==> config.mk <==
export PLATFORM = sky130hd
export DESIGN_NAME = bfdh_hash
export DESIGN_NICKNAME = d
export VERILOG_FILES = /design/src/rtl/bloom_filter_double_hash_top_assert.svh /design/src/rtl/bfdh_pkg.sv /design/src/rtl/bfdh_hash.sv
export SDC_FILE = /design/constraint.sdc
export NUM_CORES = 1
export LEC_CHECK = 0
export BUFFER_PORTS_ARGS = -buffer_cell sky130_fd_sc_hd__buf_4
export CAP_MARGIN = 25
export CORE_MARGIN = 2
export CORE_UTILIZATION = 60
export DETAILED_ROUTE_END_ITERATION = 16
export PLACE_DENSITY = 0.79
export SYNTH_ARGS = -nofsm -noshare
export SYNTH_HDL_FRONTEND = slang
export SYNTH_SLANG_ARGS = --single-unit
==> constraint.sdc <==
create_clock -name clk_i -period 7.35 [get_ports clk_i]
set_input_delay 1.47 -clock clk_i [delete_from_list [all_inputs] [get_ports clk_i]]
set_output_delay 1.47 -clock clk_i [all_outputs]
set_load 0.01 [all_outputs]
==> src/rtl/bloom_filter_double_hash_top_assert.svh <==
// Assertion macros for the Bloom filter block.
// Used by the top level; expects clk_i and rst_ni in the enclosing scope.
`ifndef BLOOM_FILTER_DOUBLE_HASH_TOP_ASSERT_SVH
`define BLOOM_FILTER_DOUBLE_HASH_TOP_ASSERT_SVH

// Same-cycle implication, checked outside reset
`define BFDH_ASSERT_IMP(label, ante, cons) \
  label: assert property (@(posedge clk_i) disable iff (!rst_ni) (ante) |-> (cons)) \
    else $error("bfdh: implication check failed");

// Next-cycle implication, checked outside reset
`define BFDH_ASSERT_NEXT(label, ante, cons) \
  label: assert property (@(posedge clk_i) disable iff (!rst_ni) (ante) |=> (cons)) \
    else $error("bfdh: next-cycle check failed");

`endif

==> src/rtl/bfdh_pkg.sv <==
// Shared constants, register codes and types of the Bloom filter block.
// No dependencies; imported by every module of the block except bfdh_ram.
package bfdh_pkg;

  // Default build parameters
  localparam int unsigned FILTER_BITS_DEF = 16777216;
  localparam int unsigned HASH_WIDTH_DEF  = 64;

  // Configuration port
  localparam int unsigned CFG_ADDR_W   = 4;
  localparam int unsigned CFG_DATA_W   = 32;
  localparam int unsigned CFG_SIZE_W   = 25;
  localparam int unsigned CFG_PROBES_W = 6;

  localparam logic [CFG_ADDR_W-1:0] CFG_FILTER_SIZE = CFG_ADDR_W'(0);
  localparam logic [CFG_ADDR_W-1:0] CFG_PROBE_COUNT = CFG_ADDR_W'(1);

  localparam logic [CFG_SIZE_W-1:0]   SIZE_RESET   = CFG_SIZE_W'(9585058);
  localparam logic [CFG_PROBES_W-1:0] PROBES_RESET = CFG_PROBES_W'(6);
  localparam logic [CFG_PROBES_W-1:0] MAX_PROBES   = CFG_PROBES_W'(32);

  // djb2 seed
  localparam int unsigned DJB2_INIT = 5381;

  // Filter store word organization
  localparam int unsigned WORD_W  = 64;
  localparam int unsigned WORD_SH = 6;

  // Key operation codes
  localparam logic MODE_INSERT = 1'b0;
  localparam logic MODE_QUERY  = 1'b1;

  // Reduced hashes handed from the reduction unit to the probe unit
  typedef struct packed {
    logic                  valid;
    logic [CFG_SIZE_W-1:0] h1;
    logic [CFG_SIZE_W-1:0] h2;
  } reduce_res_t;

endpackage

==> src/rtl/bfdh_hash.sv <==
// Running djb2 and sdbm hash accumulators, one key character per item.
// Depends on bfdh_pkg.
module bfdh_hash import bfdh_pkg::*; #(
  parameter int unsigned HASH_WIDTH = HASH_WIDTH_DEF
) (
  input  logic                  clk_i,
  input  logic                  rst_ni,
  input  logic                  accept_i,
  input  logic signed [7:0]     key_char_i,
  input  logic                  char_present_i,
  input  logic                  key_last_i,
  output logic [HASH_WIDTH-1:0] djb2_next_o,
  output logic [HASH_WIDTH-1:0] sdbm_next_o
);

  logic [HASH_WIDTH-1:0] djb2_q, djb2_d;
  logic [HASH_WIDTH-1:0] sdbm_q, sdbm_d;
  logic [HASH_WIDTH-1:0] char_ext;

  // Sign-extend the character into the hash width
  assign char_ext = {{(HASH_WIDTH-8){key_char_i[7]}}, key_char_i};

  // Fold in the character when one is present
  always_comb begin
    djb2_next_o = djb2_q;
    sdbm_next_o = sdbm_q;
    if (char_present_i) begin
      djb2_next_o = (djb2_q << 5) + djb2_q + char_ext;
      sdbm_next_o = char_ext + (sdbm_q << 6) + (sdbm_q << 16) - sdbm_q;
    end
  end

  // Restart both hashes after the closing item of a key
  always_comb begin
    djb2_d = djb2_q;
    sdbm_d = sdbm_q;
    if (accept_i) begin
      if (key_last_i) begin
        djb2_d = HASH_WIDTH'(DJB2_INIT);
        sdbm_d = '0;
      end else begin
        djb2_d = djb2_next_o;
        sdbm_d = sdbm_next_o;
      end
    end
  end

  always_ff @(posedge clk_i or negedge rst_ni) begin
    if (!rst_ni) begin
      djb2_q <= HASH_WIDTH'(DJB2_INIT);
      sdbm_q <= '0;
    end else begin
      djb2_q <= djb2_d;
      sdbm_q <= sdbm_d;
    end
  end

endmodule

Yosys cells after proc, flatten, opt, wreduce, memory -nomap -nowiden
Index checks and enable logic that the tools add are counted.

storage, ports and cells
  output and inout port bits = 128
  input bits = 13
  bits in registers = 128
  word-level logic and storage cells = 11

cells by class
  multiplexer cells = 4
  $add $sub $neg = 5

operators by type and width
  kind                count
  64-bit adder        4
  64-bit two-way mux  4
  64-bit subtractor   1

Logic depth before layout (Yosys ltp)
Gate-level depths: netlist of run 1.

  depth after elaboration = 5
  depth in mapped cells = 18

Worst setup path after synthesis of run 1
No wires, ideal clock.

  path kind = input to output
  from = input key_char_i[7]
  to = output sdbm_next_o[63]
  slack = 0.769 ns
  stages = 17
  required time = 5.880 ns
  arrival = 5.111 ns
  cell sequence = fa_1 > inv_1 > fa_1 > inv_1 > ha_1 > clkbuf_1 > a21oi_1 > nand2_1 > a221o_1 > nand3_1 > o2111ai_1 > a221o_1 > o41a_1 > a21o_1 > a21oi_1 > xnor2_1 > a21oi_1

on the way
  word-level cells in the longest chain between the ends = 4

RTL lines
  element                     RTL line         source
  start: declaration          bfdh_hash.sv:9   input logic signed [7:0] key_char_i,
  64-bit adder (2 in series)  bfdh_hash.sv:29  sdbm_next_o = char_ext + (sdbm_q << 6) + (sdbm_q << 16) - sdbm_q;
  64-bit subtractor           bfdh_hash.sv:29
  64-bit two-way mux          bfdh_hash.sv:27  if (char_present_i) begin
  end: declaration            bfdh_hash.sv:13  output logic [HASH_WIDTH-1:0] sdbm_next_o

Every way passes these cells.

Worst setup path in the final report of run 1
  from = input key_char_i[7]
  to = output sdbm_next_o[60]

The elaborated chain is that of the path after synthesis.

==> flow_metrics.py, run 1 <==
metrics = {
    "worst_setup_path": {
        "worst_path_most_repeated_cell": "sky130_fd_sc_hd__buf_12",
        "critPathSlowestCell": "sky130_fd_sc_hd__fa_1",
        "cp_num_buf_inv": 7,
        "crit_type": "in -> out",
        "worstPathArrival_ps": 5800,
        "cp_slowest_stage_delay_ps": 530,
        "critPathRequiredTime_ps": 5880,
        "worst_path_dominant_cell_family": "compound AO/OA/AOI/OAI gates",
        "endpoint_kind": "primary output",
        "path_max_fanout": 17,
        "crit_path_cell_trace": "buf_12 -> buf_12 -> buf_12 -> fa_1 -> inv_1 -> fa_1 -> inv_1 -> ha_1 -> a21oi_2 -> o21ai_1 -> a211oi_1 -> nor2_1 -> o41ai_2 -> a2bb2oi_2 -> a31oi_4 -> buf_4 -> a31o_2 -> a21oi_1 -> xnor2_1 -> mux2_2 -> buf_4",
        "critPathLaunchType": "input port",
    },
    "die": {
        "core.rowCount": 62,
        "floorplan.core_area_um2": 28900,
        "io_pins": 141,
        "die_w_um": 176,
        "die_h_um": 176,
        "initial_utilization_pct": 61.2,
        "design.die.area_um2": 30800,
    },
    "sta": {
        "holdWs_ps": 511,
        "worst_slack_ps": 79.3,
        "final_max_slew_viol_count": 0,
        "worst_pin_slew_ps": 953,
        "skew_ps": 9.27,
        "final-hold-violation-count": 0,
        "rsz0062_at_grt": "yes",
        "maxClockFrequency_mhz": 138,
        "final.min_clock_period_ps": 7270,
        "timing.setup.tns_ps": 0,
        "slew_headroom_pct": 36.4,
        "final-setup-viol-count": 0,
        "period_utilisation_layout_pct": 98.9,
    },
    "grt": {
        "globalRoute.totalOverflow": 0,
        "maximum_number_of_pins_on_one_net_before_global_route_repair": 110,
        "first_pass_grt_wire_length_um": 87200,
        "global_route.usage.total_pct": 36.1,
        "number_of_antenna_violations_at_the_first_check_in_global_routing": 1,
        "grt_pass1_vias": 16224,
    },
    "routing": {
        "drt_wl_total_um": 55600,
        "detail_route.drc_violations": 0,
        "vias": 16401,
        "drt_iter0_markers": 1522,
        "drt-pass1-iter-count": 6,
        "vias_per_cell": 6.25,
        "wl_per_cell_um": 21.2,
        "ant_nets": 0,
    },
    "layout": {
        "fill_cells": 2343,
        "layout-drive-gt1-share_pct": 18.8,
        "final_area_um2": 20700,
        "area_growth_pct": 17.4,
        "design.final.nets": 2554,
    },
    "clocking": {
        "cts_made_buffers": 17,
        "root_buffer": "sky130_fd_sc_hd__clkbuf_16",
        "clkTransAtPathRegs_ps": 60,
        "cts_buffer_depth": 2,
        "clock_insertion_delay_worst_skew_ps": 440,
        "clock_tree.htree_level_count": 4,
        "cts_tree": "done",
        "clkSinkCount": 128,
    },
    "logic_synthesis": {
        "cell_area_after_technology_mapping_um2": 17700,
        "synth-main-ff-cell": "sky130_fd_sc_hd__dfrtp_1",
        "synth_fp_nets": 2368,
        "synth_seq_area_share_pct": 18.2,
        "syn_avg_cell_area_um2": 8.65,
        "yosys_warnings": 0,
        "synth.ff_latch_count": 128,
        "post_synthesis_cell_count": 2042,
        "synth_cell_types": 72,
        "yosysMostFrequentCell": "sky130_fd_sc_hd__inv_1",
        "synth.top_cell.area_share_pct": 18.6,
        "synth_commonest_cells": "sky130_fd_sc_hd__inv_1 (276), sky130_fd_sc_hd__a21oi_1 (168), sky130_fd_sc_hd__fa_1 (164), sky130_fd_sc_hd__nand2_1 (164), sky130_fd_sc_hd__ha_1 (149)",
        "synth_enable_flop_cells": 0,
        "synth_top_area_cell": "sky130_fd_sc_hd__fa_1",
        "postSynth.asyncResetShare_pct": 100,
        "yosys-top-cells-area": "sky130_fd_sc_hd__fa_1 (19%), sky130_fd_sc_hd__dfrtp_1 (17%), sky130_fd_sc_hd__ha_1 (11%), sky130_fd_sc_hd__inv_1 (5.9%), sky130_fd_sc_hd__a21oi_1 (4.8%)",
    },
    "placement": {
        "io_buffer_count": 140,
        "globalplace.congestion": 0.959,
        "detailedPlace.worstSlack_ps": -41.7,
        "place.detailed.hpwl_um": 43000,
        "detailed_place.area_um2": 19800,
    },
    "job": {
        "number_of_violations_of_the_max_capacitance_limit": 0,
    },
    "min_path": {
        "hold_class": "reg -> reg",
    },
    "status": {
        "run_status": "finished clean",
    },
}
==> path summary, 6_finish.rpt <==
path                       cells after the start               to  slack [ps]           from
max                                           21  sdbm_next_o[60]          80  key_char_i[7]
min                                            1       sdbm_q[51]         510     sdbm_q[51]
max reg2reg                                   22       sdbm_q[55]        2710     sdbm_q[20]
min reg2reg                                    1       sdbm_q[51]         510     sdbm_q[51]
max in group asynchronous                      3        djb2_q[0]        5240         rst_ni
min in group asynchronous                      1       sdbm_q[45]         960         rst_ni
==> state kept, by name, indices dropped and copies added (netlist names) <==
| name | count |
|---|---|
| djb2_q | 64 |
| sdbm_q | 64 |
==> placed cells by master (no fill, tap or decap), types with 17 or more instances in the layout <==
master                      instances
sky130_fd_sc_hd__o21ai_0          126
sky130_fd_sc_hd__o2bb2ai_1         17
sky130_fd_sc_hd__a21oi_1          157
sky130_fd_sc_hd__nor2b_1           18
sky130_fd_sc_hd__ha_1             143
sky130_fd_sc_hd__a21o_1           103
sky130_fd_sc_hd__buf_4            254
sky130_fd_sc_hd__nor2_1            87
sky130_fd_sc_hd__xnor2_1           73
sky130_fd_sc_hd__o21bai_1          30
sky130_fd_sc_hd__nand2_1          163
sky130_fd_sc_hd__nand3_1           26
sky130_fd_sc_hd__a22o_1            61
sky130_fd_sc_hd__nand4_1           37
sky130_fd_sc_hd__inv_1            275
sky130_fd_sc_hd__mux2_2            56
sky130_fd_sc_hd__xor2_1            50
sky130_fd_sc_hd__clkbuf_16         19
sky130_fd_sc_hd__fa_1             164
sky130_fd_sc_hd__dfrtp_1          123
==> worst reg2reg max path: stages, from the launching register on <==
cell	delay, ps
sky130_fd_sc_hd__dfrtp_1	410
sky130_fd_sc_hd__inv_1	160
sky130_fd_sc_hd__fa_1	500
sky130_fd_sc_hd__inv_1	50
sky130_fd_sc_hd__fa_1	490
sky130_fd_sc_hd__inv_1	50
sky130_fd_sc_hd__ha_1	340
sky130_fd_sc_hd__a21oi_2	170
sky130_fd_sc_hd__buf_4	120
sky130_fd_sc_hd__o21bai_1	50
sky130_fd_sc_hd__a21oi_1	170
sky130_fd_sc_hd__o21ai_0	110
sky130_fd_sc_hd__a31o_2	260
sky130_fd_sc_hd__a31o_2	220
sky130_fd_sc_hd__a21oi_1	130
sky130_fd_sc_hd__buf_4	160
sky130_fd_sc_hd__o41ai_2	80
sky130_fd_sc_hd__buf_4	170
sky130_fd_sc_hd__a211oi_2	240
sky130_fd_sc_hd__xor2_1	260
sky130_fd_sc_hd__buf_4	160
sky130_fd_sc_hd__buf_4	90
sky130_fd_sc_hd__o221ai_1	110
==> cell type report <==
cell class              instances  area (um^2)  share of cell area [%]
diodes                          1         2.50                  0.0121
clock inverters                14          156                   0.754
repair buffers                270         2220                    10.7
clock buffers                  18          439                    2.12
multi-input cells            1535        13200                    63.6
well taps                     384          480                    2.32
flip-flops and latches        128         3210                    15.5
inverters                     276         1040                    4.99
==> what timing repair did <==
item / 4_1_cts / 5_1_grt
endpoints found under the hold margin: 0 / 0
setup buffers: 1 / 5
cloned: 0 / 2
resized for setup: 3 / 51
hold buffers: 0 / 0
endpoints found under the setup margin: 2 / 28
pin swaps: 1 / 15
==> metal layers <==
layer	share of wire (%)	global-route usage (%)	vias up
met5	0	0	-
met3	7.1	4.50	159
li1	-	-	7452
met2	47	58.6	726
met1	41	49.0	8064
met4	4.8	15.7	0
==> metrics by stage <==
stage	utilization, %	instances
after global routing	71.9	2626
after floorplan	-	2042
after CTS	70.6	2617
final	71.9	2626
after global placement	68.4	2583
after detailed placement	68.5	2584
==> cell families (layout without fill, tap and decap cells) <==
family / count (synthesis) / in the layout / synth area share [%]
fa+ha+maj: 313 / 313 / 29.1
flops: 128 / 128 / 18.2
other cells: 0 / 1 / 0
mux: 59 / 59 / 3.74
xor+xnor: 124 / 124 / 6.15
compound gates: 646 / 646 / 24.0
simple gates: 393 / 393 / 10.3
buf+inv: 379 / 578 / 8.44
Power of run 1 is left out: the tool's default activity adds up to more than one toggle a clock period on the data nets, which glitch-free logic cannot reach.
==> run 2: changes to the inputs <==
--- a/config.mk
+++ b/config.mk
@@ -5,12 +5,14 @@
 export SDC_FILE = /design/constraint.sdc
 export NUM_CORES = 1
 export LEC_CHECK = 0
+export ABC_AREA = 1
 export BUFFER_PORTS_ARGS = -buffer_cell sky130_fd_sc_hd__buf_4
 export CAP_MARGIN = 25
 export CORE_MARGIN = 2
 export CORE_UTILIZATION = 60
 export DETAILED_ROUTE_END_ITERATION = 16
-export PLACE_DENSITY = 0.79
+export HOLD_SLACK_MARGIN = 0.12
+export PLACE_DENSITY = 0.78
 export SYNTH_ARGS = -nofsm -noshare
 export SYNTH_HDL_FRONTEND = slang
 export SYNTH_SLANG_ARGS = --single-unit
==> run 2 against run 1 <==
Fmax grew 7.2%. Final cell count grew 66%. Via count grew 39%.
==> flow_metrics.py, run 2 <==
metrics = {
    "sta": {
        "worst_pin_slew_ps": 1040,
        "period_utilisation_layout_pct": 92.3,
        "slew_headroom_pct": 30.7,
        "maxClockFrequency_mhz": 147,
        "final_max_slew_viol_count": 0,
        "final-hold-violation-count": 0,
        "final-setup-viol-count": 0,
        "timing.setup.tns_ps": 0,
        "rsz0062_at_grt": "no",
        "skew_ps": 16.7,
        "final.min_clock_period_ps": 6780,
    },
    "clocking": {
        "clkSinkCount": 128,
        "cts_buffer_depth": 2,
        "cts_hold_repair.buffers": 0,
        "clock_tree.htree_level_count": 4,
        "post_cts_resize_count": 0,
        "clkTransAtPathRegs_ps": 60,
        "root_buffer": "sky130_fd_sc_hd__clkbuf_16",
        "cts_made_buffers": 17,
        "cts_tree": "done",
        "cts_post_setup_buffers_inserted": 0,
        "clock_insertion_delay_worst_skew_ps": 460,
    },
    "die": {
        "die_h_um": 198,
        "design.die.area_um2": 39000,
        "core.rowCount": 70,
        "die_w_um": 198,
        "io_pins": 141,
        "floorplan.core_area_um2": 36800,
        "initial_utilization_pct": 61.1,
    },
    "worst_setup_path": {
        "path_max_fanout": 51,
        "crit_type": "in -> out",
        "crit_path_cell_trace": "clkbuf_8 -> buf_4 -> fa_1 -> inv_1 -> fa_1 -> inv_1 -> ha_1 -> nand2_1 -> nor2_1 -> nand2_1 -> inv_1 -> nand2_1 -> nor2_1 -> nand2_1 -> nand3_1 -> nand3_1 -> and2_1 -> buf_4",
        "critPathSlowestCell": "sky130_fd_sc_hd__fa_1",
        "worst_path_dominant_cell_family": "simple AND/OR/NAND/NOR gates",
        "cp_slowest_stage_delay_ps": 550,
        "r2r_cells": 17,
        "worstPathArrival_ps": 5310,
        "critPathLaunchType": "input port",
        "cp_num_buf_inv": 6,
        "worst_r2r_startpoint": "sdbm_q[28]",
        "critPathRequiredTime_ps": 5880,
        "endpoint_kind": "primary output",
        "worst_path_most_repeated_cell": "sky130_fd_sc_hd__nand2_1",
        "r2r_setup_slack_ps": 3590,
        "reg2reg_to": "sdbm_q[46]",
    },
    "routing": {
        "vias": 22810,
        "wl_per_cell_um": 17.0,
        "vias_per_cell": 5.23,
        "detail_route.drc_violations": 0,
        "ant_nets": 0,
        "drt_wl_total_um": 73900,
        "drt_iter0_markers": 1878,
        "drt-pass1-iter-count": 6,
    },
    "placement": {
        "place.detailed.hpwl_um": 60500,
        "detailed_place.area_um2": 24000,
        "io_buffer_count": 140,
        "globalplace.congestion": 1.05,
    },
    "logic_synthesis": {
        "synth_cell_types": 41,
        "yosysMostFrequentCell": "sky130_fd_sc_hd__nand2_1",
        "post_synthesis_cell_count": 3764,
        "synth_fp_nets": 4090,
        "synth_commonest_cells": "sky130_fd_sc_hd__nand2_1 (1,449), sky130_fd_sc_hd__inv_1 (932), sky130_fd_sc_hd__nand3_1 (218), sky130_fd_sc_hd__nor2_1 (192), sky130_fd_sc_hd__fa_1 (164)",
        "cell_area_after_technology_mapping_um2": 22500,
        "synth-main-ff-cell": "sky130_fd_sc_hd__dfrtp_1",
        "yosys-top-cells-area": "sky130_fd_sc_hd__nand2_1 (24%), sky130_fd_sc_hd__inv_1 (16%), sky130_fd_sc_hd__fa_1 (15%), sky130_fd_sc_hd__dfrtp_1 (14%), sky130_fd_sc_hd__ha_1 (8.3%)",
        "synth_top_area_cell": "sky130_fd_sc_hd__nand2_1",
        "synth.top_cell.area_share_pct": 24.2,
        "synth_seq_area_share_pct": 14.3,
        "yosys_warnings": 0,
        "synth.ff_latch_count": 128,
        "syn_avg_cell_area_um2": 5.97,
        "postSynth.asyncResetShare_pct": 100,
        "synth_enable_flop_cells": 0,
    },
    "grt": {
        "first_pass_grt_wire_length_um": 117000,
        "grt_pass1_vias": 21872,
        "global_route.usage.total_pct": 39.3,
        "globalRoute.totalOverflow": 0,
        "maximum_number_of_pins_on_one_net_before_global_route_repair": 85,
        "number_of_antenna_violations_at_the_first_check_in_global_routing": 0,
    },
    "layout": {
        "final_common_cell": "sky130_fd_sc_hd__nand2_1",
        "layout-drive-gt1-share_pct": 7.92,
        "area_growth_pct": 9.58,
        "final_area_um2": 24600,
        "design.final.nets": 4203,
        "reg_top3": "djb2_q (64), sdbm_q (64)",
        "n_antenna_cell": 0,
        "layout_common_cells": "sky130_fd_sc_hd__nand2_1 (1,449), sky130_fd_sc_hd__inv_1 (930), sky130_fd_sc_hd__nand3_1 (218)",
    },
    "min_path": {
        "worstHoldStart": "sdbm_q[45]",
        "hold_class": "reg -> reg",
        "min_delay_path_depth": 2,
        "worstHoldEndpoint": "sdbm_q[45]",
    },
    "status": {
        "run_status": "finished clean",
    },
    "job": {
        "number_of_violations_of_the_max_capacitance_limit": 0,
    },
}
[run 2: cell families after synthesis]
family / count (synthesis) / share of synthesized area [%]
xor gates and xnor gates: 59 / 2.30
buffers and inverters: 994 / 16.7
and+or+nand+nor: 2030 / 37.4
adders and majority gates: 313 / 22.9
DFF: 128 / 14.3
AOI/OAI and AO/OA: 240 / 6.38
[run 2: area by class of cell]
type                    count  area, um^2
flip-flops and latches    128        3210
inverters                 938        3520
clock buffers              20         457
repair buffers            150        1150
well taps                 468         586
fillers                  3598       12200
clock inverters            12         181
multi-input cells        2642       15500
[run 2: worst max path at each step]
| stage | start | endpoint | slack [ps] | cells past startpoint |
|---|---|---|---|---|
| 3_5_place_dp | key_char_i[7] | sdbm_next_o[63] | 590 | 18 |
| 2_1_floorplan | key_char_i[7] | sdbm_next_o[31] | 1960 | 15 |
| 4_1_cts | key_char_i[7] | sdbm_next_o[63] | 550 | 18 |
| 3_3_place_gp | key_char_i[7] | sdbm_next_o[63] | 620 | 18 |
| 5_1_grt | key_char_i[7] | sdbm_next_o[63] | 340 | 18 |
| 6_report | key_char_i[7] | sdbm_next_o[63] | 570 | 18 |
[run 2: worst reg2reg max path: cells and delay by family, from the launching register on]
kind / cells / cell delay [ps]
buffers and inverters: 4 / 370
and+or+nand+nor: 9 / 1400
adders and majority gates: 3 / 1330
AOI/OAI and AO/OA: 1 / 80
DFF: 1 / 470
[run 2: through the flow]
step	hold WS, ps	setup WS [ps]	util [%]	std cells
2_1_floorplan	449	1960	-	3764
5_1_grt	495	336	66.9	4358
4_1_cts	484	550	66.9	4358
3_3_place_gp	462	616	65.2	4326
3_5_place_dp	466	586	65.2	4326
6_report	481	566	66.9	4358
[run 2: per-layer routing]
metal | wire length (um) | vias up | GRT usage [%]
met4 | 3330 | 0 | 16.3
met1 | 31300 | 10451 | 52.3
li1 | - | 11343 | -
met5 | 0 | - | 0
met3 | 5580 | 161 | 5.57
met2 | 33700 | 855 | 64.4
Power of run 2 is left out for the same reason.
