### src/rtl/bloom_filter_double_hash_top_assert.svh
// Assertion macros for the Bloom filter block.
// Used by the top level; expects clk_i and rst_ni in the enclosing scope.
`ifndef BLOOM_FILTER_DOUBLE_HASH_TOP_ASSERT_SVH
`define BLOOM_FILTER_DOUBLE_HASH_TOP_ASSERT_SVH

// Same-cycle implication, checked outside reset
`define BFDH_ASSERT_IMP(label, ante, cons) \
  label: assert property (@(posedge clk_i) disable iff (!rst_ni) (ante) |-> (cons)) \
    else $error("bfdh: implication check failed");

// Next-cycle implication, checked outside reset
`define BFDH_ASSERT_NEXT(label, ante, cons) \
  label: assert property (@(posedge clk_i) disable iff (!rst_ni) (ante) |=> (cons)) \
    else $error("bfdh: next-cycle check failed");

`endif

### src/rtl/bfdh_pkg.sv
// Shared constants, register codes and types of the Bloom filter block.
// No dependencies; imported by every module of the block except bfdh_ram.
package bfdh_pkg;

  // Default build parameters
  localparam int unsigned FILTER_BITS_DEF = 16777216;
  localparam int unsigned HASH_WIDTH_DEF  = 64;

  // Configuration port
  localparam int unsigned CFG_ADDR_W   = 4;
  localparam int unsigned CFG_DATA_W   = 32;
  localparam int unsigned CFG_SIZE_W   = 25;
  localparam int unsigned CFG_PROBES_W = 6;

  localparam logic [CFG_ADDR_W-1:0] CFG_FILTER_SIZE = CFG_ADDR_W'(0);
  localparam logic [CFG_ADDR_W-1:0] CFG_PROBE_COUNT = CFG_ADDR_W'(1);

  localparam logic [CFG_SIZE_W-1:0]   SIZE_RESET   = CFG_SIZE_W'(9585058);
  localparam logic [CFG_PROBES_W-1:0] PROBES_RESET = CFG_PROBES_W'(6);
  localparam logic [CFG_PROBES_W-1:0] MAX_PROBES   = CFG_PROBES_W'(32);

  // djb2 seed
  localparam int unsigned DJB2_INIT = 5381;

  // Filter store word organization
  localparam int unsigned WORD_W  = 64;
  localparam int unsigned WORD_SH = 6;

  // Key operation codes
  localparam logic MODE_INSERT = 1'b0;
  localparam logic MODE_QUERY  = 1'b1;

  // Reduced hashes handed from the reduction unit to the probe unit
  typedef struct packed {
    logic                  valid;
    logic [CFG_SIZE_W-1:0] h1;
    logic [CFG_SIZE_W-1:0] h2;
  } reduce_res_t;

endpackage

### src/rtl/bfdh_reduce.sv
// Sequential reduction of both hashes modulo the filter size.
// One quotient bit per cycle, both hashes side by side. Depends on bfdh_pkg.
module bfdh_reduce import bfdh_pkg::*; #(
  parameter int unsigned HASH_WIDTH = HASH_WIDTH_DEF
) (
  input  logic                  clk_i,
  input  logic                  rst_ni,
  input  logic                  start_i,
  input  logic [HASH_WIDTH-1:0] djb2_i,
  input  logic [HASH_WIDTH-1:0] sdbm_i,
  input  logic [CFG_SIZE_W-1:0] m_i,
  output reduce_res_t           res_o
);

  localparam int unsigned CntW = $clog2(HASH_WIDTH);
  localparam logic [CntW-1:0] CntLast = CntW'(HASH_WIDTH - 1);

  logic                  busy_q, busy_d;
  logic                  done_q, done_d;
  logic [CntW-1:0]       cnt_q, cnt_d;
  logic [CFG_SIZE_W-1:0] m_q, m_d;
  logic [HASH_WIDTH-1:0] dvd1_q, dvd1_d, dvd2_q, dvd2_d;
  logic [CFG_SIZE_W-1:0] rem1_q, rem1_d, rem2_q, rem2_d;

  // One restoring step: shift in a bit, subtract the modulus if it fits
  function automatic logic [CFG_SIZE_W-1:0] rem_step(
    input logic [CFG_SIZE_W-1:0] rem,
    input logic                  bit_in,
    input logic [CFG_SIZE_W-1:0] m
  );
    logic [CFG_SIZE_W:0] t;
    t = {rem, bit_in};
    if (t >= {1'b0, m}) begin
      t = t - {1'b0, m};
    end
    return t[CFG_SIZE_W-1:0];
  endfunction

  always_comb begin
    busy_d = busy_q;
    done_d = 1'b0;
    cnt_d  = cnt_q;
    m_d    = m_q;
    dvd1_d = dvd1_q;
    dvd2_d = dvd2_q;
    rem1_d = rem1_q;
    rem2_d = rem2_q;
    if (start_i) begin
      // Load dividends, clear remainders
      busy_d = 1'b1;
      cnt_d  = '0;
      m_d    = m_i;
      dvd1_d = djb2_i;
      dvd2_d = sdbm_i;
      rem1_d = '0;
      rem2_d = '0;
    end else if (busy_q) begin
      // Advance one bit, most significant first
      rem1_d = rem_step(rem1_q, dvd1_q[HASH_WIDTH-1], m_q);
      rem2_d = rem_step(rem2_q, dvd2_q[HASH_WIDTH-1], m_q);
      dvd1_d = dvd1_q << 1;
      dvd2_d = dvd2_q << 1;
      cnt_d  = cnt_q + CntW'(1);
      if (cnt_q == CntLast) begin
        busy_d = 1'b0;
        done_d = 1'b1;
      end
    end
  end

  always_ff @(posedge clk_i or negedge rst_ni) begin
    if (!rst_ni) begin
      busy_q <= 1'b0;
      done_q <= 1'b0;
      cnt_q  <= '0;
    end else begin
      busy_q <= busy_d;
      done_q <= done_d;
      cnt_q  <= cnt_d;
    end
  end

  // Datapath registers
  always_ff @(posedge clk_i) begin
    m_q    <= m_d;
    dvd1_q <= dvd1_d;
    dvd2_q <= dvd2_d;
    rem1_q <= rem1_d;
    rem2_q <= rem2_d;
  end

  assign res_o.valid = done_q;
  assign res_o.h1    = rem1_q;
  assign res_o.h2    = rem2_q;

endmodule

### config.mk
export PLATFORM = sky130hd
export DESIGN_NAME = bfdh_reduce
export DESIGN_NICKNAME = d
export VERILOG_FILES = /design/src/rtl/bloom_filter_double_hash_top_assert.svh /design/src/rtl/bfdh_pkg.sv /design/src/rtl/bfdh_reduce.sv
export SDC_FILE = /design/constraint.sdc
export NUM_CORES = 1
export LEC_CHECK = 0
export ABC_AREA = 1
export BUFFER_PORTS_ARGS = -buffer_cell sky130_fd_sc_hd__clkbuf_2
export CAP_MARGIN = 20
export CELL_PAD_IN_SITES_DETAIL_PLACEMENT = 1
export CELL_PAD_IN_SITES_GLOBAL_PLACEMENT = 1
export CORE_UTILIZATION = 42
export CTS_BUF_LIST = sky130_fd_sc_hd__clkbuf_16
export CTS_CLUSTER_DIAMETER = 30
export DETAILED_ROUTE_END_ITERATION = 6
export GPL_TIMING_DRIVEN = 0
export PLACE_DENSITY_LB_ADDON = 0.12
export SLEW_MARGIN = 10
export SYNTH_ARGS = -nofsm -noshare
export SYNTH_HDL_FRONTEND = slang
export SYNTH_SLANG_ARGS = --single-unit
### constraint.sdc
create_clock -name clk_i -period 5.65 [get_ports clk_i]
set_clock_uncertainty 0.05 [all_clocks]
set_input_delay 0.2825 -clock clk_i [delete_from_list [all_inputs] [get_ports clk_i]]
set_output_delay 0.2825 -clock clk_i [all_outputs]
set_load 0.005 [all_outputs]
# Yosys cells after proc, flatten, opt, wreduce, memory -nomap -nowiden
# Cells that the tools add are included.
[word_totals]
register_bits = 211
elab_cells = 29
input_bits = 156
output_inout_bits = 51
[classes]
n_eq_ne = 1
n_reduce_logical = 1
muxes = 14
order_cmp = 2
add_sub_neg = 3
[op_table]
columns = ["op", "count"]
rows = [
  ["two-way mux 64 bit", 4],
  ["greater-or-equal comparator 26 x 25 -> 1 bit", 2],
  ["two-way mux 25 bit", 2],
  ["subtractor 25 bit", 2],
  ["two-way mux 6 bit", 2],
  ["adder 6 x 1 -> 6 bit (second input constant)", 1],
  ["equality test 6 bit (second input constant)", 1],
  ["two-way mux 1 bit", 6],
  ["nonzero test 2 bit", 1],
]

# Depth between registers and ports, before layout
# Gate-level depths: netlist of run 1.
[logic_depth]
ltp_word = 4
mapped_depth = 16
mapped_depth_nobuf = 16

# Worst setup path before layout of run 1
# Ideal clock, no wire load.
[synth_path]
path_type = "input to register"
startpoint = "input port start_i"
endpoint = "register dvd1_q[0], enable pin"
slack_ns = 0.759
path_stages = 4
t_arrival_ns = 4.298
setup_ns = 0.543
path_cell_list = "clkbuf_1 > nor2_1 > inv_1 > clkbuf_1"
[synth_between]
elab_chain_len = 1
[synth_rtl]
columns = ["element", "line", "rtl"]
rows = [
  ["start, declared", "bfdh_reduce.sv:8", "input logic start_i,"],
  ["nonzero test 2 bit (no source line)", "n/a", ""],
  ["end signal, assigned", "bfdh_reduce.sv:86", "dvd1_q <= dvd1_d;"],
  ["end, declared", "bfdh_reduce.sv:22", "logic [HASH_WIDTH-1:0] dvd1_q, dvd1_d, dvd2_q, dvd2_d;"],
]
# Every way passes these cells.
# A chain may end at the register's enable or synchronous reset.

# Worst setup path in the final report of run 1
[layout_path]
startpoint = "input port start_i"
endpoint = "register dvd1_q[8], enable pin"
# Same word-level chain as after synthesis.

==> results of run 1 <==
-- timing repair --
action                                 in CTS  in global routing
gates resized for setup                     0                  0
endpoints found under the hold margin     161                  0
setup endpoints to repair                   0                  0
hold buffers                              154                  0
-- worst register-to-register path, cell delays in order (launching register included) --
cell,delay [ns]
dfrtp_1,0.46
nor2_1,0.68
inv_1,0.25
clkbuf_4,0.50
buf_16,0.41
buf_12,0.26
-- worst max-delay path by stage --
stage | from | endpoint
6_report | start_i | dvd1_q[8]
2_1_floorplan | start_i | dvd1_q[0]
3_3_place_gp | start_i | dvd2_q[24]
5_1_grt | start_i | dvd1_q[8]
3_5_place_dp | start_i | dvd2_q[23]
4_1_cts | busy_q | dvd2_q[32]
-- area by class of cell --
cell class	instances	area (µm²)	area share [%]
Multi-Input combinational cell	1247	5870	32.9
Sequential cell	211	5800	32.5
Timing Repair Buffer	362	2620	14.7
Clock buffer	53	1330	7.44
Inverter	281	1050	5.92
Tap cell	396	495	2.78
Clock inverter	45	384	2.16
Buffer	56	267	1.50
Antenna cell	4	10.0	0.0562
-- per-stage QoR --
stage                     hold slack [ns]  area (µm²)  TNS [ns]  instances  setup slack [ns]
final                              0.0703       17800         0       2655              2.73
after global routing               0.0811       17800         0       2652              2.71
after CTS                          0.0318       17800         0       2651              2.86
after detailed placement           0.0899       14600         0       2399              2.35
after global placement             0.0910       14500   -250.64       2397             -1.86
after floorplan                   -0.0631       13000         0       1795             0.759
-- metal layers --
| metal | wire length (µm) | share of wire (%) |
|---|---|---|
| met1 | 23200 | 42 |
| met2 | 26600 | 48 |
| met3 | 3160 | 5.7 |
| met4 | 2600 | 4.7 |
| met5 | 0 | 0 |
-- cells by family (layout without fill, tap and decap cells) --
kind of cell / count (synthesis) / after routing
compound gates: 47 / 47
xor+xnor: 25 / 25
fa+ha+maj: 53 / 53
buf+inv: 337 / 797
flops: 211 / 211
other cells: 0 / 4
simple gates: 1122 / 1122
-- synthesized netlist by cell type, types with 7 or more instances --
| library cell | number |
|---|---|
| xor2_1 | 7 |
| clkbuf_1 | 32 |
| dfrtp_1 | 8 |
| a21oi_1 | 27 |
| nor2_1 | 61 |
| ha_1 | 51 |
| buf_1 | 7 |
| xnor2_1 | 18 |
| nand3_1 | 96 |
| nand4_1 | 62 |
| buf_2 | 12 |
| nor2_2 | 9 |
| nand2_1 | 857 |
| o21ai_0 | 8 |
| edfxtp_1 | 153 |
| nand3_2 | 9 |
| dfxtp_1 | 50 |
| o21ai_1 | 7 |
| inv_1 | 275 |
-- registers in the layout (all words and copies together), names as in the netlist --
signal  count
m_q        25
rem2_q     25
rem1_q     25
dvd1_q     64
busy_q      1
dvd2_q     64
cnt_q       6
done_q      1
-- power by group --
part	internal, mW	switching [mW]	total, mW
Combinational	1.10	1.94	3.03
Sequential	1.93	0.230	2.16
Clock	1.92	1.05	2.97
Total	4.95	3.21	8.16
==> impl_metrics.tcl, run 1 <==
set metrics [dict create \
    outcome "finished, final reports clean" \
    clkSinkCount 211 \
    ys_types 38 \
    path_depth 7 \
    fill_cells 3848 \
    report.final.setup_viol 0 \
    fin_nets 2420 \
    synth.largest_area_cell "edfxtp_1" \
    fmax_mhz 342 \
    critical-path-top-delay-family "buffers and inverters" \
    dpl.hpwl_mm 31.8 \
    cts_setup_buffers 0 \
    grt_max_degree 56 \
    drc 0 \
    avgViaCountPerCell 5.25 \
    ys_ff_latch 211 \
    die_h_um 178 \
    crit_path_end_kind "flop" \
    cts_buffer_depth 3 \
    ys_seq_area_share_pct 44.6 \
    ys.warnings.count 0 \
    cp.required_ns 5.90 \
    ys_top_cells_by_area "edfxtp_1 35%, nand2_1 25%, inv_1 8.0%, dfxtp_1 7.7%, ha_1 4.9%" \
    final.period_utilization_pct 51.8 \
    antenna_found_initial 1 \
    initial_core_util_pct 42.5 \
    startpoint_type "input port" \
    core_area_um2 30500 \
    powerDensity_nw_per_um2 458 \
    crit_path_cell_trace "clkbuf_2 -> clkbuf_1 -> nor2_1 -> inv_1 -> clkbuf_4 -> buf_16 -> buf_12" \
    synth_fa_ha_area_share_pct 5.22 \
    p_leak_nw 9.39 \
    routed_wl_mm 55.5 \
    synth_top_area_share_pct 35.4 \
    synthXorXnorAreaFrac_pct 1.69 \
    clk_latency_ns 0.58 \
    critical_path.max_fanout 55 \
    drt-wirelength-per-cell_um 20.9 \
    h-tree-depth 2 \
    synth_flop_cell "edfxtp_1" \
    avgSynthCellArea_um2 7.23 \
    max_slew_margin_pct 44.1 \
    cp_slowest_stage_delay_ns 0.67 \
    netlist_instances 1795 \
    met1_usage_pct 43.6 \
    use_met2_pct 61.2 \
    tritoncts "yes" \
    overflow 0 \
    maxCapViolations 0 \
    drv_slew 0 \
    port-buffer-count 206 \
    io_pins 207 \
    fin_util_pct 58.4 \
    syn2layout_area_growth_pct 37.3 \
    final_common_cell "nand2_1" \
    min_path_type "in2async" \
    synth_simple_gate_area_share_pct 36.2 \
    worstSetupPathType "in2reg" \
    met3_usage_pct 6.26 \
    drtIter0Drc 1033 \
    numCtsBuffers 52 \
    tightest_slew_ns 0.835 \
    grt_pass1_vias 15100 \
    async_reset_ff_share_pct 3.79 \
    die_w_um 178 \
    fin_crit_ns 2.92 \
    synthesis.nets 2004 \
    die_area_um2 31600 \
    num_rows 64 \
    rsz0062_at_grt "no" \
    power_mw 8.16 \
    cts_root_buf "clkbuf_16" \
    worstRegToRegCells 5 \
    synth_top_family_by_area "simple AND/OR/NAND/NOR gates" \
    synthesis.area_um2 13000 \
    synthMuxAreaShare_pct 0 \
    postRouteAntennaNets 0 \
    layout_common_cells "857 x nand2_1, 283 x inv_1, 206 x clkbuf_2" \
    grt_pass1_wl_mm 85.9 \
    drtPass1Iterations 5 \
    track_usage_pct 36.0 \
    synth_compound_area_share_pct 2.05 \
    finalHoldViolCount 0 \
    clk_pin_slew_worst_paths_ns 0.05 \
    r2r-end "dvd1_q[8]" \
    cp_num_buf_inv 6 \
    crit_slowest_cell "nor2_1" \
    drive_above_1_share_pct 15.3 \
    reg2reg_setup_slack_ns 2.73 \
    crit-reg2reg-launch "busy_q" \
    synth_edf_count 153 \
    busiest_layer "met2" \
    gp_congestion 0.914 \
    crit_arrival_ns 3.18 \
    vdd_ir_drop_max_mv 0.302 \
    num_vias 13900 \
]
(Power assumes the default switching activity.)
==> run 2, diff against run 1 <==
--- a/config.mk
+++ b/config.mk
@@ -10,7 +10,7 @@
 export CAP_MARGIN = 20
 export CELL_PAD_IN_SITES_DETAIL_PLACEMENT = 1
 export CELL_PAD_IN_SITES_GLOBAL_PLACEMENT = 1
-export CORE_UTILIZATION = 42
+export CORE_UTILIZATION = 38
 export CTS_BUF_LIST = sky130_fd_sc_hd__clkbuf_16
 export CTS_CLUSTER_DIAMETER = 30
 export DETAILED_ROUTE_END_ITERATION = 6
==> constraint.sdc (replaced) <==
create_clock -name clk_i -period 2.53 [get_ports clk_i]
set_clock_uncertainty 0.05 [all_clocks]
set_input_delay 0.1265 -clock clk_i [delete_from_list [all_inputs] [get_ports clk_i]]
set_output_delay 0.1265 -clock clk_i [all_outputs]
set_load 0.005 [all_outputs]
==> impl_metrics.tcl, run 2 (synthesized netlist as in run 1, its figures left out) <==
set metrics [dict create \
    dpl.hpwl_mm 31.8 \
    outcome "finished, final reports clean" \
    cts_root_buf "clkbuf_16" \
    worstSetupPathType "reg2reg" \
    numCtsBuffers 55 \
    tritoncts "yes" \
    num_vias 13500 \
    crit_path_end_kind "flop" \
    p_sw_mw 7.16 \
    fin_util_pct 54.3 \
    swShare_pct 38.1 \
    p_comb_share_pct 36.4 \
    final_common_cell "nand2_1" \
    postRouteAntennaNets 0 \
    p_leak_nw 9.53 \
    io_pins 207 \
    antenna_found_initial 7 \
    min_path_type "in2reg" \
    maxCapViolations 0 \
    tightest_slew_ns 0.835 \
    track_usage_pct 29.7 \
    cp.required_ns 2.96 \
    numPlacedInstances 2450 \
    overflow 0 \
    clkPwrFrac_pct 38.1 \
    initial_core_util_pct 38.7 \
    fin_ws_ns 0.138 \
    fin_nets 2432 \
    clk_latency_ns 0.60 \
    clkSinkCount 211 \
    report.final.setup_viol 0 \
    intPower_mw 11.6 \
    powerDensity_nw_per_um2 1030 \
    crit_arrival_ns 2.83 \
    rsz0062_at_grt "no" \
    drive_above_1_share_pct 16.7 \
    finalHoldViolCount 0 \
    gp_congestion 0.899 \
    final.period_utilization_pct 94.5 \
    fin_cells 2724 \
    tns_ns 0 \
    avgViaCountPerCell 4.96 \
    drc 0 \
    syn2layout_area_growth_pct 40.3 \
    drtPass1Iterations 5 \
    fmax_mhz 418 \
    drv_slew 0 \
    h-tree-depth 2 \
    clk_pin_slew_worst_paths_ns 0.06 \
    grt_max_degree 108 \
    cts_buffer_depth 3 \
    core_area_um2 33500 \
    startpoint_type "flop" \
    fin_crit_ns 2.39 \
    die_area_um2 34900 \
    seqPwrFrac_pct 25.5 \
    reg.largest.list "dvd1_q x64, dvd2_q x64" \
    vdd_ir_drop_max_mv 0.674 \
    drtIter0Drc 784 \
    routed_wl_mm 53.1 \
    critical_path.max_fanout 10 \
    drt-wirelength-per-cell_um 19.5 \
    port-buffer-count 206 \
    post-place-ws_ns -0.307 \
    grt_pass1_vias 14300 \
    die_w_um 187 \
    max_slew_margin_pct 44.3 \
    die_h_um 187 \
    layout_common_cells "852 x nand2_1, 281 x inv_1, 206 x clkbuf_2" \
    grt_pass1_wl_mm 80.5 \
    num_rows 67 \
]
[run 2: cell count changes in the layout (fill, tap and decap cells not counted), moves of 5 or more]
cell	before	now
buf_4	1	14
buf_2	12	4
clkinv_1	11	6
nand2_1	857	852
nor2_1	61	56
[run 2: area by class of cell]
cell class	instances	area, µm²
fillers	4157	15300
multi-input cells	1247	5920
repair buffers	371	2690
inverters	281	1050
clock buffers	56	1400
plain buffers	56	293
well taps	448	561
clock inverters	46	469
flip-flops and latches	211	5800
diodes	8	20.0
[run 2: final timing paths]
kind,start,endpoint,slack (ns),cells after the start
worst max-delay path,dvd2_q[63],rem2_q[13],0.14,11
worst min-delay path,start_i,m_q[4],0.20,1
worst max register to register,dvd2_q[63],rem2_q[13],0.14,11
worst min register to register,rem1_q[24],rem1_q[24],0.44,2
max in group asynchronous,rst_ni,busy_q,1.65,3
min in group asynchronous,rst_ni,cnt_q[3],0.50,3
[run 2: metal layers]
layer	part of all wire (%)	routed length, µm	GRT usage, %	vias up
met5	0	0	0	-
li1	-	-	-	6500
met1	42	22100	35.8	6453
met3	5.5	2930	5.72	103
met4	3.1	1640	10.7	0
met2	50	26400	52.3	446
[run 2: what timing repair did]
item,in CTS,in global routing
endpoints found under the hold margin,161,0
pin swaps,0,5
hold buffers,155,0
setup buffers,0,9
setup endpoints to repair,37,87
resized for setup,6,21
[run 2: critical path, cell delays in order, from the launching register on]
cell and delay [ns]:
edfxtp_1 0.40, inv_1 0.15, ha_1 0.16, inv_1 0.09
fa_2 0.40, nand3_1 0.12, nand3_2 0.18, nand3_4 0.20
clkbuf_4 0.25, nand4_1 0.12, nand3_1 0.10, nand2_1 0.06
[run 2: power groups by stage]
| stage | Clock (mW) | Combinational [mW] | Sequential [mW] |
|---|---|---|---|
| 6_report | 7.18 | 6.84 | 4.79 |
| 5_1_grt | 7.37 | 7.69 | 4.86 |
| 4_1_cts | 7.11 | 6.55 | 4.76 |
| 3_5_place_dp | 0 | 6.29 | 4.81 |
| 3_3_place_gp | 0 | 6.15 | 4.79 |
| 2_1_floorplan | 0 | 4.42 | 4.70 |
[run 2: through the flow]
step | cell area (µm²) | hold slack [ns] | power [mW]
global route | 18200 | 0.198 | 19.9
finish | 18200 | 0.195 | 18.8
detailed placement | 14600 | -0.0625 | 11.1
CTS | 18100 | 0.171 | 18.4
floorplan | 13000 | -0.219 | 9.11
global placement | 14600 | -0.0644 | 10.9
==> run 3, diff against run 2 <==
--- a/config.mk
+++ b/config.mk
@@ -7,14 +7,13 @@
 export LEC_CHECK = 0
 export ABC_AREA = 1
 export BUFFER_PORTS_ARGS = -buffer_cell sky130_fd_sc_hd__clkbuf_2
-export CAP_MARGIN = 20
+export CAP_MARGIN = 15
 export CELL_PAD_IN_SITES_DETAIL_PLACEMENT = 1
 export CELL_PAD_IN_SITES_GLOBAL_PLACEMENT = 1
 export CORE_UTILIZATION = 38
 export CTS_BUF_LIST = sky130_fd_sc_hd__clkbuf_16
 export CTS_CLUSTER_DIAMETER = 30
 export DETAILED_ROUTE_END_ITERATION = 6
-export GPL_TIMING_DRIVEN = 0
 export PLACE_DENSITY_LB_ADDON = 0.12
 export SLEW_MARGIN = 10
 export SYNTH_ARGS = -nofsm -noshare
==> impl_metrics.tcl, run 3 (synthesized netlist as in run 1, its figures left out) <==
set metrics [dict create \
    use_met2_pct 50.7 \
    clkPwrFrac_pct 37.4 \
    layout_common_cells "857 x nand2_1, 283 x inv_1, 205 x clkbuf_2" \
    powerDensity_nw_per_um2 1020 \
    final.period_utilization_pct 94.8 \
    initial_core_util_pct 38.7 \
    crit_path_cell_trace "inv_1 -> ha_1 -> inv_1 -> fa_2 -> nand3_1 -> nand3_2 -> nand3_2 -> nand3_2 -> nand2_1 -> nand3_1 -> nand2_1" \
    clk_pin_slew_worst_paths_ns 0.04 \
    port-buffer-count 206 \
    reg.largest.list "dvd1_q x64, dvd2_q x64" \
    drtPass1Iterations 5 \
    numCtsBuffers 58 \
    swShare_pct 38.6 \
    grt_max_degree 80 \
    die_h_um 187 \
    syn2layout_area_growth_pct 39.7 \
    fin_nets 2406 \
    maxCapViolations 0 \
    clk_latency_ns 0.61 \
    met3_usage_pct 5.63 \
    io_pins 207 \
    cp_num_buf_inv 2 \
    seqPwrFrac_pct 26.1 \
    grt_pass1_vias 14400 \
    drive_above_1_share_pct 16.5 \
    h-tree-depth 2 \
    drv_slew 0 \
    stdcell_area_um2 18100 \
    postRouteAntennaNets 0 \
    cts_root_buf "clkbuf_16" \
    rsz0062_at_grt "yes" \
    dpl_cell_area_um2 14700 \
    die_w_um 187 \
    tritoncts "yes" \
    grt_pass1_wl_mm 79.6 \
    met1_usage_pct 34.9 \
    fin_crit_ns 2.40 \
    fill_cells 4172 \
    intPower_mw 11.3 \
    vdd_ir_drop_max_mv 0.714 \
    post-place-ws_ns 0.0780 \
    drtIter0Drc 774 \
    avgViaCountPerCell 4.97 \
    startpoint_type "flop" \
    cpMostUsedCell "nand3_2" \
    cts_buffer_depth 3 \
    crit_arrival_ns 2.87 \
    outcome "finished, final reports clean" \
    cp_slowest_stage_delay_ns 0.41 \
    crit_path_end_kind "flop" \
    cts_setup_buffers 0 \
    crit_slowest_cell "fa_2" \
    p_sw_mw 7.11 \
    die_area_um2 34900 \
    finalHoldViolCount 0 \
    cp.required_ns 3.00 \
    clkSinkCount 211 \
    max_slew_margin_pct 44.0 \
    num_rows 67 \
    critical-path-top-delay-family "simple AND/OR/NAND/NOR gates" \
    busiest_layer "met2" \
    tns_ns 0 \
    min_path_type "in2reg" \
    fin_ws_ns 0.132 \
    drc 0 \
    overflow 0 \
    drt-wirelength-per-cell_um 19.5 \
    worstSetupPathType "reg2reg" \
    dpl.hpwl_mm 30.1 \
    routed_wl_mm 52.6 \
    gp_congestion 0.856 \
    fmax_mhz 417 \
    antenna_found_initial 9 \
    report.final.setup_viol 0 \
    critical_path.max_fanout 12 \
    final_common_cell "nand2_1" \
    track_usage_pct 29.1 \
    num_vias 13400 \
    tightest_slew_ns 0.840 \
    core_area_um2 33500 \
    p_comb_share_pct 36.5 \
    p_leak_nw 9.56 \
]
[run 3: through the flow]
stage | util (%) | hold WS [ns] | std cells | power [mW]
6_report | 54.1 | 0.215 | 2702 | 18.4
5_1_grt | 54.1 | 0.194 | 2700 | 19.6
4_1_cts | 53.9 | 0.165 | 2691 | 18.2
3_5_place_dp | 43.7 | -0.0576 | 2427 | 11.1
3_3_place_gp | 43.7 | -0.0560 | 2427 | 11.0
2_1_floorplan | - | -0.219 | 1795 | 9.11
[run 3: power by group through the flow]
stage               Clock [mW]  Sequential, mW  Combinational [mW]
CTS                       6.87            4.79                6.56
global placement             0            4.82                6.14
global route              7.15            4.88                7.58
finish                    6.89            4.81                6.72
detailed placement           0            4.83                6.28
floorplan                    0            4.70                4.42
[run 3: per-layer routing]
metal	routed length (µm)	share of wire, %
met1	21800	41
met2	25800	49
met3	3040	5.8
met4	1930	3.7
met5	10	0.019
[run 3: worst reg2reg max path, delay by kind of cell, from the launching register on]
kind / cells / cell delay (ns)
simple gates: 7 / 1.12
fa+ha+maj: 2 / 0.56
flops: 1 / 0.37
buf+inv: 2 / 0.21
[run 3: what timing repair did]
action / 4_1_cts / 5_1_grt
gates cloned: 0 / 2
hold buffers: 156 / 0
hold endpoints to repair: 174 / 0
resized for setup: 1 / 6
endpoints found under the setup margin: 1 / 30
pin swaps: 0 / 1
[run 3: final timing paths]
check | from | endpoint | slack, ns | cells past startpoint
worst max-delay path | dvd2_q[63] | rem2_q[22] | 0.13 | 11
worst max register to register | dvd2_q[63] | rem2_q[22] | 0.13 | 11
worst min-delay path | m_i[2] | m_q[2] | 0.21 | 2
min in group asynchronous | rst_ni | cnt_q[5] | 0.51 | 3
max in group asynchronous | rst_ni | cnt_q[4] | 1.63 | 3
worst min register to register | rem1_q[24] | rem1_q[24] | 0.44 | 2
[run 3: area by class of cell]
cell class	count	area (µm²)	area share, %
Tap cell	448	561	3.09
Antenna cell	9	22.5	0.124
Timing Repair Buffer	396	2940	16.2
Sequential cell	211	5800	32.0
Multi-Input combinational cell	1249	5920	32.6
Inverter	281	1060	5.86
Clock inverter	50	382	2.10
Clock buffer	58	1450	8.01
